<file path="src/design/masp_pkg.sv">
// ----------------------------------------------------------------------------
// masp_pkg: shared types and widths for the step/direction pulse generator
// Field widths, lane command and lane status structs.
// ----------------------------------------------------------------------------
package masp_pkg;

  localparam int DELAY_W  = 20;  // edge spacing and elapsed time, microseconds
  localparam int PEND_W   = 11;  // pending edge count
  localparam int STEPS_W  = 10;  // step count field
  localparam int FRAME_W  = 10;  // frame length field
  localparam int COUNT_W  = 2;   // axis count field
  localparam int PINS_W   = 3;   // axes shown on the result pins
  localparam int CNT_W    = $clog2(DELAY_W);

  localparam logic [DELAY_W-1:0] DELAY_MAX = {DELAY_W{1'b1}};

  typedef struct packed {
    logic               start;
    logic               load;
    logic [DELAY_W-1:0] frame_us;
    logic [STEPS_W-1:0] steps;   // zero for axes not commanded
    logic               sign;
  } lane_cmd_t;

  typedef struct packed {
    logic step;
    logic dir;
    logic busy;
    logic working;
  } lane_status_t;

endpackage

</file>
<file path="src/design/multi_axis_step_pulse_generator_core.sv">
// ----------------------------------------------------------------------------
// multi_axis_step_pulse_generator_core: step/direction generator top level
// Parallel axis lanes driven by tick and load items, merged into one result.
// ----------------------------------------------------------------------------
// Input channel (in_valid/in_ready): action 0 is a one microsecond tick,
// action 1 loads a frame (frame_ms, axis_count, steps_*, sign_*).
// Output channel (out_valid/out_ready): one result per item with the STEP,
// DIR and busy levels of every shown axis after that item.
// Each axis is a lane of its own; all lanes work on an item at once.
// A tick updates the lanes as it is accepted and its result is then loaded
// into the output register. A load runs a restoring divider in every lane
// with a nonzero commanded step count (frame microseconds over twice the
// step count); its result is loaded once every divider is done.
// One item is in work at a time; the next is taken once the previous
// result sits in the output register, even while it waits for transfer.
// Reset clears all axes: STEP and DIR low, nothing pending.
// If out_ready stays low the result holds and in_ready stays low after
// the following item.
// ----------------------------------------------------------------------------
module multi_axis_step_pulse_generator_core #(
  parameter int AXES         = 3,
  parameter int TICKS_PER_MS = 1000
) (
  input  logic                          clk,
  input  logic                          rst,
  input  logic                          in_valid,
  output logic                          in_ready,
  input  logic                          action,
  input  logic [masp_pkg::FRAME_W-1:0]  frame_ms,
  input  logic [masp_pkg::COUNT_W-1:0]  axis_count,
  input  logic [masp_pkg::STEPS_W-1:0]  steps_a,
  input  logic [masp_pkg::STEPS_W-1:0]  steps_b,
  input  logic [masp_pkg::STEPS_W-1:0]  steps_c,
  input  logic                          sign_a,
  input  logic                          sign_b,
  input  logic                          sign_c,
  output logic                          out_valid,
  input  logic                          out_ready,
  output logic [masp_pkg::PINS_W-1:0]   step_pins,
  output logic [masp_pkg::PINS_W-1:0]   dir_pins,
  output logic [masp_pkg::PINS_W-1:0]   busy_axes
);
  import masp_pkg::*;

  localparam logic ST_IDLE = 1'b0;
  localparam logic ST_RUN  = 1'b1;

  logic               state;
  logic               accept;
  logic               merge_load;
  logic [DELAY_W-1:0] frame_us;
  logic [AXES-1:0]    working_v;
  logic [STEPS_W-1:0] steps_in [PINS_W];
  logic [PINS_W-1:0]  sign_in;

  lane_cmd_t    cmd    [AXES];
  lane_status_t status [AXES];

  assign in_ready   = (state == ST_IDLE);
  assign accept     = in_valid && in_ready;
  // the lanes hold their levels until the output register is free
  assign merge_load = (state == ST_RUN) && !(|working_v) && (!out_valid || out_ready);
  assign frame_us   = DELAY_W'(frame_ms) * DELAY_W'(TICKS_PER_MS);

  assign steps_in[0] = steps_a;
  assign steps_in[1] = steps_b;
  assign steps_in[2] = steps_c;
  assign sign_in     = {sign_c, sign_b, sign_a};

  always_ff @(posedge clk) begin
    if (rst) begin
      state <= ST_IDLE;
    end else begin
      case (state)
        ST_IDLE: if (accept) state <= ST_RUN;
        ST_RUN:  if (merge_load) state <= ST_IDLE;
        default: state <= ST_IDLE;
      endcase
    end
  end

  for (genvar i = 0; i < AXES; i++) begin : g_lane
    always_comb begin
      cmd[i].start    = accept;
      cmd[i].load     = action;
      cmd[i].frame_us = frame_us;
      cmd[i].steps    = '0;
      cmd[i].sign     = 1'b0;
      // axes without a field, or beyond the commanded count, are stopped
      if (i < PINS_W) begin
        if (COUNT_W'(i) < axis_count) begin
          cmd[i].steps = steps_in[i];
          cmd[i].sign  = sign_in[i];
        end
      end
    end

    masp_lane u_lane (
      .clk    (clk),
      .rst    (rst),
      .cmd    (cmd[i]),
      .status (status[i])
    );

    assign working_v[i] = status[i].working;
  end

  masp_merge #(
    .AXES (AXES)
  ) u_merge (
    .clk       (clk),
    .rst       (rst),
    .load      (merge_load),
    .status    (status),
    .out_valid (out_valid),
    .out_ready (out_ready),
    .step_pins (step_pins),
    .dir_pins  (dir_pins),
    .busy_axes (busy_axes)
  );

`ifndef SYNTHESIS
  a_accept_blocks: assert property (@(posedge clk) disable iff (rst)
    accept |=> !in_ready)
    else $error("input accepted while previous item still in work");

  a_step_needs_busy: assert property (@(posedge clk) disable iff (rst)
    out_valid |-> ((step_pins & ~busy_axes) == '0))
    else $error("STEP high on an axis with nothing pending");

  a_result_from_run: assert property (@(posedge clk) disable iff (rst)
    $rose(out_valid) |-> $past(state == ST_RUN))
    else $error("result appeared without an item in work");

  a_no_overwrite: assert property (@(posedge clk) disable iff (rst)
    merge_load |-> (!out_valid || out_ready))
    else $error("result register overwritten before transfer");
`endif

endmodule

</file>
<file path="src/design/masp_div.sv">
// ----------------------------------------------------------------------------
// masp_div: iterative restoring divider
// Frame microseconds over pending edges, one quotient bit per cycle.
// ----------------------------------------------------------------------------
module masp_div (
  input  logic                        clk,
  input  logic                        rst,
  input  logic                        start,
  input  logic [masp_pkg::DELAY_W-1:0] dividend,
  input  logic [masp_pkg::PEND_W-1:0]  divisor,
  output logic                        done,
  output logic [masp_pkg::DELAY_W-1:0] quotient
);
  import masp_pkg::*;

  logic [PEND_W-1:0]  rem;
  logic [PEND_W-1:0]  dsor;
  logic [DELAY_W-1:0] quo;
  logic [CNT_W-1:0]   cnt;
  logic               run;
  logic [PEND_W:0]    rem_sh;
  logic [PEND_W:0]    diff;

  assign rem_sh   = {rem, quo[DELAY_W-1]};
  assign diff     = rem_sh - {1'b0, dsor};
  assign quotient = quo;

  always_ff @(posedge clk) begin
    if (rst) begin
      run  <= 1'b0;
      done <= 1'b0;
      cnt  <= '0;
    end else begin
      done <= 1'b0;
      if (start) begin
        run <= 1'b1;
        cnt <= '0;
      end else if (run) begin
        cnt <= cnt + 1'b1;
        if (cnt == CNT_W'(DELAY_W - 1)) begin
          run  <= 1'b0;
          done <= 1'b1;
        end
      end
    end
  end

  always_ff @(posedge clk) begin
    if (start) begin
      quo  <= dividend;
      dsor <= divisor;
      rem  <= '0;
    end else if (run) begin
      if (!diff[PEND_W]) begin
        rem <= diff[PEND_W-1:0];
        quo <= {quo[DELAY_W-2:0], 1'b1};
      end else begin
        rem <= rem_sh[PEND_W-1:0];
        quo <= {quo[DELAY_W-2:0], 1'b0};
      end
    end
  end

endmodule

</file>
<file path="src/design/masp_lane.sv">
// ----------------------------------------------------------------------------
// masp_lane: one axis
// Holds the axis timing state, runs ticks and loads with its own divider.
// ----------------------------------------------------------------------------
module masp_lane (
  input  logic                  clk,
  input  logic                  rst,
  input  masp_pkg::lane_cmd_t    cmd,
  output masp_pkg::lane_status_t status
);
  import masp_pkg::*;

  logic [PEND_W-1:0]  pending;
  logic [DELAY_W-1:0] delay;
  logic [DELAY_W-1:0] elapsed;
  logic               step;
  logic               dir;
  logic               working;
  logic               sign_hold;
  logic [PEND_W-1:0]  edges_hold;

  logic [PEND_W-1:0]  edges;
  logic [DELAY_W-1:0] elapsed_inc;
  logic               div_start;
  logic               div_done;
  logic [DELAY_W-1:0] div_quo;

  assign edges       = {cmd.steps, 1'b0};
  assign elapsed_inc = (elapsed < DELAY_MAX) ? elapsed + 1'b1 : elapsed;
  assign div_start   = cmd.start && cmd.load && (cmd.steps != '0);

  masp_div u_div (
    .clk      (clk),
    .rst      (rst),
    .start    (div_start),
    .dividend (cmd.frame_us),
    .divisor  (edges),
    .done     (div_done),
    .quotient (div_quo)
  );

  always_ff @(posedge clk) begin
    if (rst) begin
      pending <= '0;
      delay   <= '0;
      elapsed <= '0;
      step    <= 1'b0;
      dir     <= 1'b0;
      working <= 1'b0;
    end else if (div_done) begin
      delay   <= div_quo;
      elapsed <= '0;
      dir     <= sign_hold;
      step    <= 1'b1;
      pending <= edges_hold - 1'b1;
      working <= 1'b0;
    end else if (cmd.start) begin
      if (cmd.load) begin
        step <= 1'b0;
        if (div_start) begin
          working <= 1'b1;
        end else begin
          pending <= '0;
        end
      end else if (pending != '0) begin
        // tick: advance and fire an edge once the spacing is reached
        if (elapsed_inc >= delay) begin
          step    <= ~pending[0];
          pending <= pending - 1'b1;
          elapsed <= elapsed_inc - delay;
        end else begin
          elapsed <= elapsed_inc;
        end
      end
    end
  end

  always_ff @(posedge clk) begin
    if (div_start) begin
      sign_hold  <= cmd.sign;
      edges_hold <= edges;
    end
  end

  assign status.step    = step;
  assign status.dir     = dir;
  assign status.busy    = (pending != '0);
  assign status.working = working;

endmodule

</file>
<file path="src/design/masp_merge.sv">
// ----------------------------------------------------------------------------
// masp_merge: result register
// Gathers pin levels of all lanes into one result and holds it for transfer.
// ----------------------------------------------------------------------------
module masp_merge #(
  parameter int AXES = 3
) (
  input  logic                         clk,
  input  logic                         rst,
  input  logic                         load,
  input  masp_pkg::lane_status_t        status [AXES],
  output logic                         out_valid,
  input  logic                         out_ready,
  output logic [masp_pkg::PINS_W-1:0]   step_pins,
  output logic [masp_pkg::PINS_W-1:0]   dir_pins,
  output logic [masp_pkg::PINS_W-1:0]   busy_axes
);
  import masp_pkg::*;

  logic [PINS_W-1:0] step_v;
  logic [PINS_W-1:0] dir_v;
  logic [PINS_W-1:0] busy_v;

  always_comb begin
    step_v = '0;
    dir_v  = '0;
    busy_v = '0;
    for (int j = 0; j < PINS_W; j++) begin
      if (j < AXES) begin
        step_v[j] = status[j].step;
        dir_v[j]  = status[j].dir;
        busy_v[j] = status[j].busy;
      end
    end
  end

  always_ff @(posedge clk) begin
    if (rst) begin
      out_valid <= 1'b0;
    end else if (load) begin
      out_valid <= 1'b1;
    end else if (out_ready) begin
      out_valid <= 1'b0;
    end
  end

  always_ff @(posedge clk) begin
    if (load) begin
      step_pins <= step_v;
      dir_pins  <= dir_v;
      busy_axes <= busy_v;
    end
  end

endmodule

</file>
<file path="config.mk">
export PLATFORM = sky130hd
export DESIGN_NAME = multi_axis_step_pulse_generator_core
export DESIGN_NICKNAME = d
export VERILOG_FILES = /design/src/design/masp_pkg.sv /design/src/design/multi_axis_step_pulse_generator_core.sv /design/src/design/masp_div.sv /design/src/design/masp_lane.sv /design/src/design/masp_merge.sv
export SDC_FILE = /design/constraint.sdc
export NUM_CORES = 1
export LEC_CHECK = 0
export CAP_MARGIN = 0
export CORE_UTILIZATION = 55
export CTS_CLUSTER_SIZE = 28
export DETAILED_ROUTE_END_ITERATION = 12
export DONT_BUFFER_PORTS = 1
export MAX_ROUTING_LAYER = met4
export PLACE_DENSITY = 0.7
export SYNTH_ARGS = -nofsm -noshare
export SYNTH_HDL_FRONTEND = slang
export SYNTH_SLANG_ARGS = --single-unit
</file>
<file path="constraint.sdc">
create_clock -name clk -period 14.9 [get_ports clk]
set_clock_uncertainty 0.1 [all_clocks]
set_input_delay 4.47 -clock clk [delete_from_list [all_inputs] [get_ports clk]]
set_output_delay 4.47 -clock clk [all_outputs]
set_load 0.1 [all_outputs]
</file>
### Word level (Yosys, flattened, before mapping)

Cells that the tools add are included.
Widths: inputs -> output; s select.

| operators by class | value |
|---|---|
| multiplexer cells | 71 |
| reductions and logical operators | 51 |
| order comparisons | 9 |
| equality and inequality tests | 6 |
| multipliers | 1 |
| $add $sub $neg | 18 |
| bitwise operators | 8 |

Operators by type and width:

| operator | count |
|---|---|
| $mux 11 | 24 |
| $mux 20 | 12 |
| $sub 11x1->11 const B | 6 |
| $add 20x1->20 const B | 3 |
| $ge 20x20->1 | 3 |
| $lt 20x20->1 const B | 3 |
| $sub 20x20->20 | 3 |
| $sub 12x11->12 | 3 |
| $mux 1 | 34 |
| $reduce_bool 11->1 | 3 |
| $reduce_bool 10->1 | 3 |
| $reduce_and 3->1 | 9 |
| $reduce_bool 3->1 | 6 |
| $mul 10x7->17 const B | 1 |
| $add 5x1->5 const B | 3 |
| $eq 5x5->1 const B | 3 |
| $reduce_bool 2->1 | 7 |
| $reduce_and 4->1 | 3 |
| $reduce_or 2->1 | 6 |
| $reduce_or 3->1 | 4 |
| $ne 3x3->1 const B | 3 |
| $not 1->1 | 8 |
| $logic_and 1x1->1 | 7 |
| $lt 1x2->1 const A | 2 |
| other kinds (4) | 5 |

| storage, ports and cells | value |
|---|---|
| register bits | 320 |
| logic and storage cells | 211 |
| input bits | 50 |
| output and inout port bits | 11 |

### Logic depth before layout (Yosys ltp)

Gate-level depths: netlist of the first run.

| logic depth | value |
|---|---|
| depth in word-level cells | 8 |
| depth in mapped cells | 19 |
| mapped depth without buffers | 16 |

### Hierarchy

A second synthesis of the first run with hierarchy kept.

| second synthesis, totals | value |
|---|---|
| cell total of the unflattened synthesis | 2633 |
| area total of the unflattened synthesis | 23880.4 um^2 |

By module, submodules not included:

| module | area an instance (um^2) | cells each | instances | seq. area each (um^2) |
|---|---|---|---|---|
| masp_div | 2635.0 | 239 | 3 | 1291.2 |
| masp_lane at g_lane[0].u_lane | 4630.7 | 568 | 1 | 1411.4 |
| masp_lane at g_lane[1].u_lane | 4505.6 | 539 | 1 | 1411.4 |
| masp_lane at g_lane[2].u_lane | 4484.3 | 561 | 1 | 1411.4 |
| multi_axis_step_pulse_generator_core | 2045.7 | 235 | 1 | 20.0 |
| masp_merge | 309.0 | 13 | 1 | 290.3 |

### Worst setup path before layout of the first run

Ideal clock, no wire load.

| timing path | value |
|---|---|
| path kind | input to register |
| start | input port frame_ms[3] in the netlist's numbering |
| end | register g_lane[1].u_lane.u_div.quo[18] (data pin) |
| cell stages on the path | 13 |
| buffers on the path | 0 |
| library setup time | 0.265 ns |
| arrival | 8.189 ns |
| path slack | 6.347 ns |
| path through | inv_1 fa_1 fa_1 fa_1 fa_1 inv_1 ha_1 or3_1 o211a_1 a41o_1 o41ai_1 xor2_1 o21ai_1 |

| on the way | value |
|---|---|
| cells in the longest elaborated chain, start to end | 2 |

Ends and longest elaborated chain:

| what | line | RTL |
|---|---|---|
| from (decl) | multi_axis_step_pulse_generator_core.sv:29 | `input logic [masp_pkg::FRAME_W-1:0] frame_ms,` |
| $mul 10x7->17 | multi_axis_step_pulse_generator_core.sv:63 | `assign frame_us = DELAY_W'(frame_ms) * DELAY_W'(TICKS_PER_MS);` |
| $mux 20 | masp_div.sv:49 | `if (start) begin` |
| to (signal assigned) | masp_div.sv:50 | `quo <= dividend;` |
| to (signal assigned) | masp_div.sv:56 | `quo <= {quo[DELAY_W-2:0], 1'b1};` |
| to (signal assigned) | masp_div.sv:59 | `quo <= {quo[DELAY_W-2:0], 1'b0};` |
| to (decl) | masp_div.sv:18 | `logic [DELAY_W-1:0] quo;` |

No other way between the ends.
A chain may end at the register's enable or synchronous reset.

### Worst setup path after layout of the first run

Ends and elaborated chain as after synthesis.

==> impl_metrics.ini, run 1 <==
[power]
power.internal_uw = 3100
irDropWorstVdd_mv = 0.203
seq_power_share_pct = 22.0
power_density_mw_per_mm2 = 252
leakagePower_uw = 0.00909
power.share.combinational_pct = 61.8
switching_share_pct = 47.2
clkPwrFrac_pct = 16.2
p_sw_uw = 2770

[clock_tree]
numCtsBuffers = 37
cts_tree = built
cts-root-buf = sky130_fd_sc_hd__clkbuf_16
worst_skew_pair.late_latency_ps = 560
cts_htree_levels = 2
clk_pin_slew_ps = 60
clkSinkCount = 320
post-cts-setup-buffer-count = 0
max-clock-path-buffers = 3
cts-hold-fix-buffers = 0
postCtsResizedCells = 0

[placed_design]
port_buffers = 0
post-place-ws_ps = 6060
gp_congestion = 0.922
dp.final_hpwl_um = 40900

[finish]
drive_gt1_share_pct = 4.93
fillers = 3441
finish.net_count = 2717
syn_to_final_growth_pct = 7.58

[synthesis]
synth-edff-count = 93
post-synth-top-area-cell = sky130_fd_sc_hd__dfxtp_1
netlist-cell-type-count = 87
synth.yosys.seq_area_share_pct = 33.9
ys.warnings.count = 0
synthTopCellsByArea = sky130_fd_sc_hd__dfxtp_1, sky130_fd_sc_hd__edfxtp_1, sky130_fd_sc_hd__ha_1
synth-async-reset-ratio_pct = 0
yosys_top_cell_area_share_pct = 21.0
yosys-top-cells-count = sky130_fd_sc_hd__nor2_1, sky130_fd_sc_hd__dfxtp_1, sky130_fd_sc_hd__nand2_1
yosys.cell_count.top_type = sky130_fd_sc_hd__nor2_1
total_nets_after_synthesis = 2770
postSynthCellCount = 2540
ys_ff_latch = 320
mappedNetlistArea_sq_mm = 0.0216
syn-mean-instance-area_sq_um = 8.52
dominantRegCellSynth = sky130_fd_sc_hd__dfxtp_1

[routing]
postRouteAntennaNets = 0
routed_wl_um = 56000
detailroute.via_count = 18300
drt_iter0_markers = 1367
drt_pre_antenna_iters = 6
wl_per_cell_um = 18.5
drc_errors = 0
vias_per_cell = 6.04

[setup_path]
worstPathBufferInverterCount = 2
crit_path_frequent_cell = sky130_fd_sc_hd__fa_1
timing.critical_path.max_delay_family = adder cells
cp_cell_sequence = inv_1, fa_1, fa_1, fa_1, fa_1, inv_1, ha_1, or3_1, o211a_1, a41o_1, o41ai_1, xor2_1, o21ai_1
setup.worst_path.start_class = input pin
worst_setup_path_end_kind = register
critPathRequiredTime_ps = 15080
critPathSlowestCell = sky130_fd_sc_hd__fa_1
cp.arrival_ps = 8510
max_stage_delay_ps = 540
worstPathMaxFanout = 4
critPathKind = input pin to register

[run]
cap_viol_max_count = 0

[outcome]
run_status = finished, final reports clean

[timing]
rsz_0062_raised_after_global_routing = no
setup_viol = 0
timing.final.crit_share_pct = 55.9
layout_setup_ws_ps = 6570
worst_margin_slew_ps = 1130
hold_viol_final = 0
sum_neg_setup_slack_ps = 0
relSlewSlack_pct = 24.4
timing.fmax_mhz = 120
final-max-slew-violation-count = 0
final.min_clock_period_ps = 8330

[die]
die_height_um = 200
row_count = 72
initial_core_util_pct = 55.8
chipWidth_um = 200
io_pins = 61
floorplan.die_area_sq_mm = 0.0401
core_outline_area_sq_mm = 0.0387

[global_route]
initial_antenna_violation_count = 0
globalRouteOverflowTotal = 0
grt_start_max_net_pins = 110
first_global_vias = 17500
grt_pass1_wl_um = 90700
grt_usage_pct = 28.6

[hold_path]
hp-class = register to register
[layer usage]
layer  track usage, %  routed length (um)  part of all wire (%)  vias up
met4             9.46                1630                   2.9        0
met3             5.61                4220                   7.5      109
met2             44.4               25100                    45      602
li1                 -                   -                     -     8950
met5                -                   0                     0        -
met1             37.5               25000                    45     8666
[final timing paths]
| kind | from | endpoint | slack (ps) | depth (start not counted) |
|---|---|---|---|---|
| min | g_lane[1].u_lane.dir | u_merge.dir_pins[1] | 340 | 0 |
| min reg2reg | g_lane[1].u_lane.dir | u_merge.dir_pins[1] | 340 | 0 |
| max | frame_ms[3] | g_lane[1].u_lane.u_div.quotient[18] | 6570 | 13 |
| max reg2reg | g_lane[2].u_lane.elapsed[12] | g_lane[2].u_lane.pending[1] | 9730 | 16 |
[cells in the final DEF, fill, tap and decap left out, types with 26 or more instances in the layout]
cell,instances
sky130_fd_sc_hd__inv_1,176
sky130_fd_sc_hd__and3_1,33
sky130_fd_sc_hd__a211oi_1,35
sky130_fd_sc_hd__nand3_1,108
sky130_fd_sc_hd__nor2b_1,36
sky130_fd_sc_hd__nand2_1,196
sky130_fd_sc_hd__clkbuf_16,39
sky130_fd_sc_hd__edfxtp_1,93
sky130_fd_sc_hd__o21ai_0,111
sky130_fd_sc_hd__nand2b_1,38
sky130_fd_sc_hd__dfxtp_1,223
sky130_fd_sc_hd__fa_1,35
sky130_fd_sc_hd__nor2_1,237
sky130_fd_sc_hd__xnor2_1,111
sky130_fd_sc_hd__nor3_1,70
sky130_fd_sc_hd__nand4_1,35
sky130_fd_sc_hd__a21o_1,26
sky130_fd_sc_hd__mux2i_1,112
sky130_fd_sc_hd__xor2_1,52
sky130_fd_sc_hd__o21ai_1,50
sky130_fd_sc_hd__a21oi_1,172
sky130_fd_sc_hd__ha_1,145
[metrics by stage]
| step | power, uW | instance area, sq um | std cells | utilization [%] | hold WS, ps |
|---|---|---|---|---|---|
| floorplan | 4110 | 21600 | 2540 | - | 302 |
| global placement | 4790 | 22000 | 2966 | 56.8 | 312 |
| detailed placement | 4850 | 22000 | 2966 | 56.8 | 321 |
| CTS | 5840 | 23300 | 3033 | 60.1 | 339 |
| global route | 6340 | 23300 | 3033 | 60.1 | 350 |
| finish | 5870 | 23300 | 3035 | 60.1 | 344 |
[final cells by class]
class	count	area [sq um]	share of cell area (%)
multi-input combinational	1928	13200	56.7
sequential	320	7340	31.6
clock buffer	52	1070	4.62
inverter	179	672	2.89
tap	518	648	2.79
clock inverter	15	186	0.801
timing repair buffer	21	158	0.678
antenna	2	5.00	0.0215
[registers in the layout, summed over array words and instances (netlist names)]
| signal | cells |
|---|---|
| g_lane.u_lane.u_div.rem | 33 |
| g_lane.u_lane.elapsed | 60 |
| g_lane.u_lane.edges_hold | 10 |
| u_merge.busy_axes | 3 |
| u_merge.dir_pins | 3 |
| g_lane.u_lane.working | 3 |
| g_lane.u_lane.u_div.done | 3 |
| g_lane.u_lane.sign_hold | 3 |
| g_lane.u_lane.step | 3 |
| g_lane.u_lane.u_div.quotient | 60 |
| g_lane.u_lane.u_div.cnt | 15 |
| u_merge.out_valid | 1 |
| g_lane.u_lane.dir | 3 |
| u_merge.step_pins | 3 |
| g_lane.u_lane.u_div.run | 3 |
| g_lane.u_lane.pending | 33 |
| g_lane.u_lane.delay | 60 |
| g_lane.u_lane.u_div.dsor | 20 |
| state | 1 |
[power by group through the flow]
stage               registers, uW  logic, uW  clock network, uW
floorplan                    1250       2860                  0
global placement             1300       3500                  0
detailed placement           1300       3550                  0
CTS                          1290       3580                968
global route                 1310       4020                999
finish                       1290       3630                951
[logic make-up (layout without fill, tap and decap cells)]
| group | after synthesis | in the layout | share of synthesized area, % |
|---|---|---|---|
| AOI/OAI and AO/OA | 579 | 579 | 16.9 |
| DFF | 320 | 320 | 33.9 |
| and+or+nand+nor | 889 | 889 | 20.3 |
| adders and majority gates | 180 | 180 | 11.6 |
| other | 0 | 2 | 0 |
| buffers and inverters | 292 | 267 | 5.22 |
| xor gates and xnor gates | 163 | 163 | 6.60 |
| muxes | 117 | 117 | 5.44 |
(Power assumes the default switching activity.)
==> run 2: changes to the inputs <==
ABC_AREA = 1   (was unset)
clock period = 8.2 ns   (was 14.9 ns; I/O delays follow)
==> run 2 against run 1 <==
  * Core utilization grew 0.19 points
  * Die area grew 7.0%
  * Via count increased by 18%
  * Sequential power rose by 69%
==> impl_metrics.ini, run 2 <==
[outcome]
run_status = finished, final reports clean

[setup_path]
critPathRequiredTime_ps = 8410
setup.worst_path.start = frame_ms[1]
worstPathMaxFanout = 5
rr_startpoint = g_lane[2].u_lane.elapsed[0]
setup.worst_path.start_class = input pin
worst_setup_path_end_kind = register
critPathKind = input pin to register
cp.arrival_ps = 6130

[routing]
postRouteAntennaNets = 0
detailroute.via_count = 21600
drc_errors = 0
vias_per_cell = 5.45
wl_per_cell_um = 16.3
drt_pre_antenna_iters = 7
routed_wl_um = 64500
drt_iter0_markers = 1733

[die]
io_pins = 61
die_height_um = 207
initial_core_util_pct = 56.2
core_outline_area_sq_mm = 0.0412
chipWidth_um = 207
row_count = 74
floorplan.die_area_sq_mm = 0.0429

[synthesis]
synthTopCellsByArea = sky130_fd_sc_hd__dfxtp_1, sky130_fd_sc_hd__nand2_1, sky130_fd_sc_hd__edfxtp_1
ys_ff_latch = 320
synth_compound_gate_area_share_pct = 12.2
postSynthCellCount = 3418
netlist-cell-type-count = 52
synth-async-reset-ratio_pct = 0
synth.yosys.seq_area_share_pct = 31.7
yosys_top_cell_area_share_pct = 19.6
post_synth_mux_area_share_pct = 0
adder_cell_share_of_the_synthesized_area_pct = 10.9
ys.warnings.count = 0
combinational_family_with_the_most_area_after_synthesis = simple AND/OR/NAND/NOR gates
yosys.area_share.xor_xnor_pct = 4.73
dominantRegCellSynth = sky130_fd_sc_hd__dfxtp_1
yosys.cell_count.top_type = sky130_fd_sc_hd__nand2_1
synth-edff-count = 93
post-synth-top-area-cell = sky130_fd_sc_hd__dfxtp_1
yosys-top-cells-count = sky130_fd_sc_hd__nand2_1, sky130_fd_sc_hd__inv_1, sky130_fd_sc_hd__nor2_1
total_nets_after_synthesis = 3648
syn-mean-instance-area_sq_um = 6.78
mappedNetlistArea_sq_mm = 0.0232
synth-simple-area-share_pct = 30.2

[hold_path]
critical_hold_path_startpoint = g_lane[0].u_lane.step
hp-class = register to register

[power]
irDropWorstVdd_mv = 0.222
leakagePower_uw = 0.0120
power_density_mw_per_mm2 = 348
power.internal_uw = 4530
p_sw_uw = 4110
switching_share_pct = 47.6
seq_power_share_pct = 25.2
clkPwrFrac_pct = 21.2
power.share.combinational_pct = 53.7

[global_route]
first_global_vias = 20400
grt_start_max_net_pins = 96
grt_usage_pct = 31.0
grt_pass1_wl_um = 104000
globalRouteOverflowTotal = 0
initial_antenna_violation_count = 2

[timing]
final.min_clock_period_ps = 5920
setup_viol = 0
timing.final.crit_share_pct = 72.2
sum_neg_setup_slack_ps = 0
worst_margin_slew_ps = 1180
hold_viol_final = 0
relSlewSlack_pct = 21.0
rsz_0062_raised_after_global_routing = no
timing.fmax_mhz = 169
final-max-slew-violation-count = 0
layout_setup_ws_ps = 2280

[clock_tree]
cts-hold-fix-buffers = 0
cts-root-buf = sky130_fd_sc_hd__clkbuf_16
max-clock-path-buffers = 3
post-cts-setup-buffer-count = 0
cts_htree_levels = 2
clk_pin_slew_ps = 60
cts_tree = built
worst_skew_pair.late_latency_ps = 570
postCtsResizedCells = 0
clkSinkCount = 320
numCtsBuffers = 40

[run]
cap_viol_max_count = 0

[placed_design]
dp.final_hpwl_um = 49400
port_buffers = 0
gp_congestion = 0.962
post-place-ws_ps = 1660

[finish]
final_cell_mix = sky130_fd_sc_hd__nand2_1, sky130_fd_sc_hd__inv_1, sky130_fd_sc_hd__nor2_1
drive_gt1_share_pct = 4.15
syn_to_final_growth_pct = 7.20
final_common_cell = sky130_fd_sc_hd__nand2_1
finish.net_count = 3617
run 2: cell types whose count changed after synthesis, sizes merged, moves of 74 or more:
cell | previous run | this run
inv | 179 | 521
xnor2 | 111 | 16
nand2 | 197 | 956
mux2i | 112 | 0
a21oi | 175 | 249
nand3 | 108 | 213
nor2 | 238 | 364
run 2: per-layer routing:
metal	share of wire [%]	up-vias	track usage, %
met1	46	9861	40.6
met3	6.2	123	4.49
met5	0	-	-
met4	3.3	0	12.2
li1	-	10900	-
met2	45	633	48.1
run 2: cells by family (layout without fill, tap and decap cells):
family                     Yosys count  count (layout)
and+or+nand+nor                   1660            1660
DFF                                320             320
xor gates and xnor gates           125             125
buffers and inverters              602             603
AOI/OAI and AO/OA                  531             531
other                                0               2
adders and majority gates          180             180
run 2: layout make-up:
class / count / area (sq um)
multi-input combinational: 2496 / 13400
clock inverter: 17 / 129
sequential: 320 / 7340
inverter: 523 / 1970
antenna: 2 / 5.00
fill: 3959 / 16400
tap: 532 / 666
clock buffer: 57 / 1250
timing repair buffer: 6 / 45.0
run 2: through the flow:
| step | std cells | hold WS (ps) | util (%) | instance area (sq um) | total power, uW |
|---|---|---|---|---|---|
| 2_1_floorplan | 3418 | 303 | - | 23200 | 5820 |
| 4_1_cts | 3951 | 327 | 60.2 | 24800 | 8630 |
| 5_1_grt | 3953 | 348 | 60.3 | 24800 | 9420 |
| 3_3_place_gp | 3877 | 311 | 56.9 | 23400 | 6690 |
| 6_report | 3953 | 322 | 60.3 | 24800 | 8640 |
| 3_5_place_dp | 3877 | 316 | 56.9 | 23400 | 6770 |
run 2: worst max-delay path: stages:
cell                      delay [ps]
sky130_fd_sc_hd__inv_1           220
sky130_fd_sc_hd__fa_1            480
sky130_fd_sc_hd__fa_1            540
sky130_fd_sc_hd__fa_1            440
sky130_fd_sc_hd__fa_1            510
sky130_fd_sc_hd__inv_1            40
sky130_fd_sc_hd__ha_1            340
sky130_fd_sc_hd__a21o_1          190
sky130_fd_sc_hd__a21oi_1         250
sky130_fd_sc_hd__o21ai_0         190
sky130_fd_sc_hd__xnor2_1         320
sky130_fd_sc_hd__o21ai_0         120
run 2: power groups by stage:
| stage | registers (uW) | clock network, uW | logic [uW] |
|---|---|---|---|
| after floorplan | 2120 | 0 | 3700 |
| after global placement | 2200 | 0 | 4490 |
| after detailed placement | 2200 | 0 | 4570 |
| after CTS | 2170 | 1860 | 4600 |
| after global routing | 2210 | 1920 | 5290 |
| final | 2180 | 1830 | 4640 |
run 2: final timing paths:
kind	end	slack, ps	cells past startpoint
min	u_merge.step_pins[0]	320	0
min reg2reg	u_merge.step_pins[0]	320	0
max	g_lane[1].u_lane.u_div.quotient[13]	2280	12
max reg2reg	g_lane[2].u_lane.elapsed[16]	3060	15
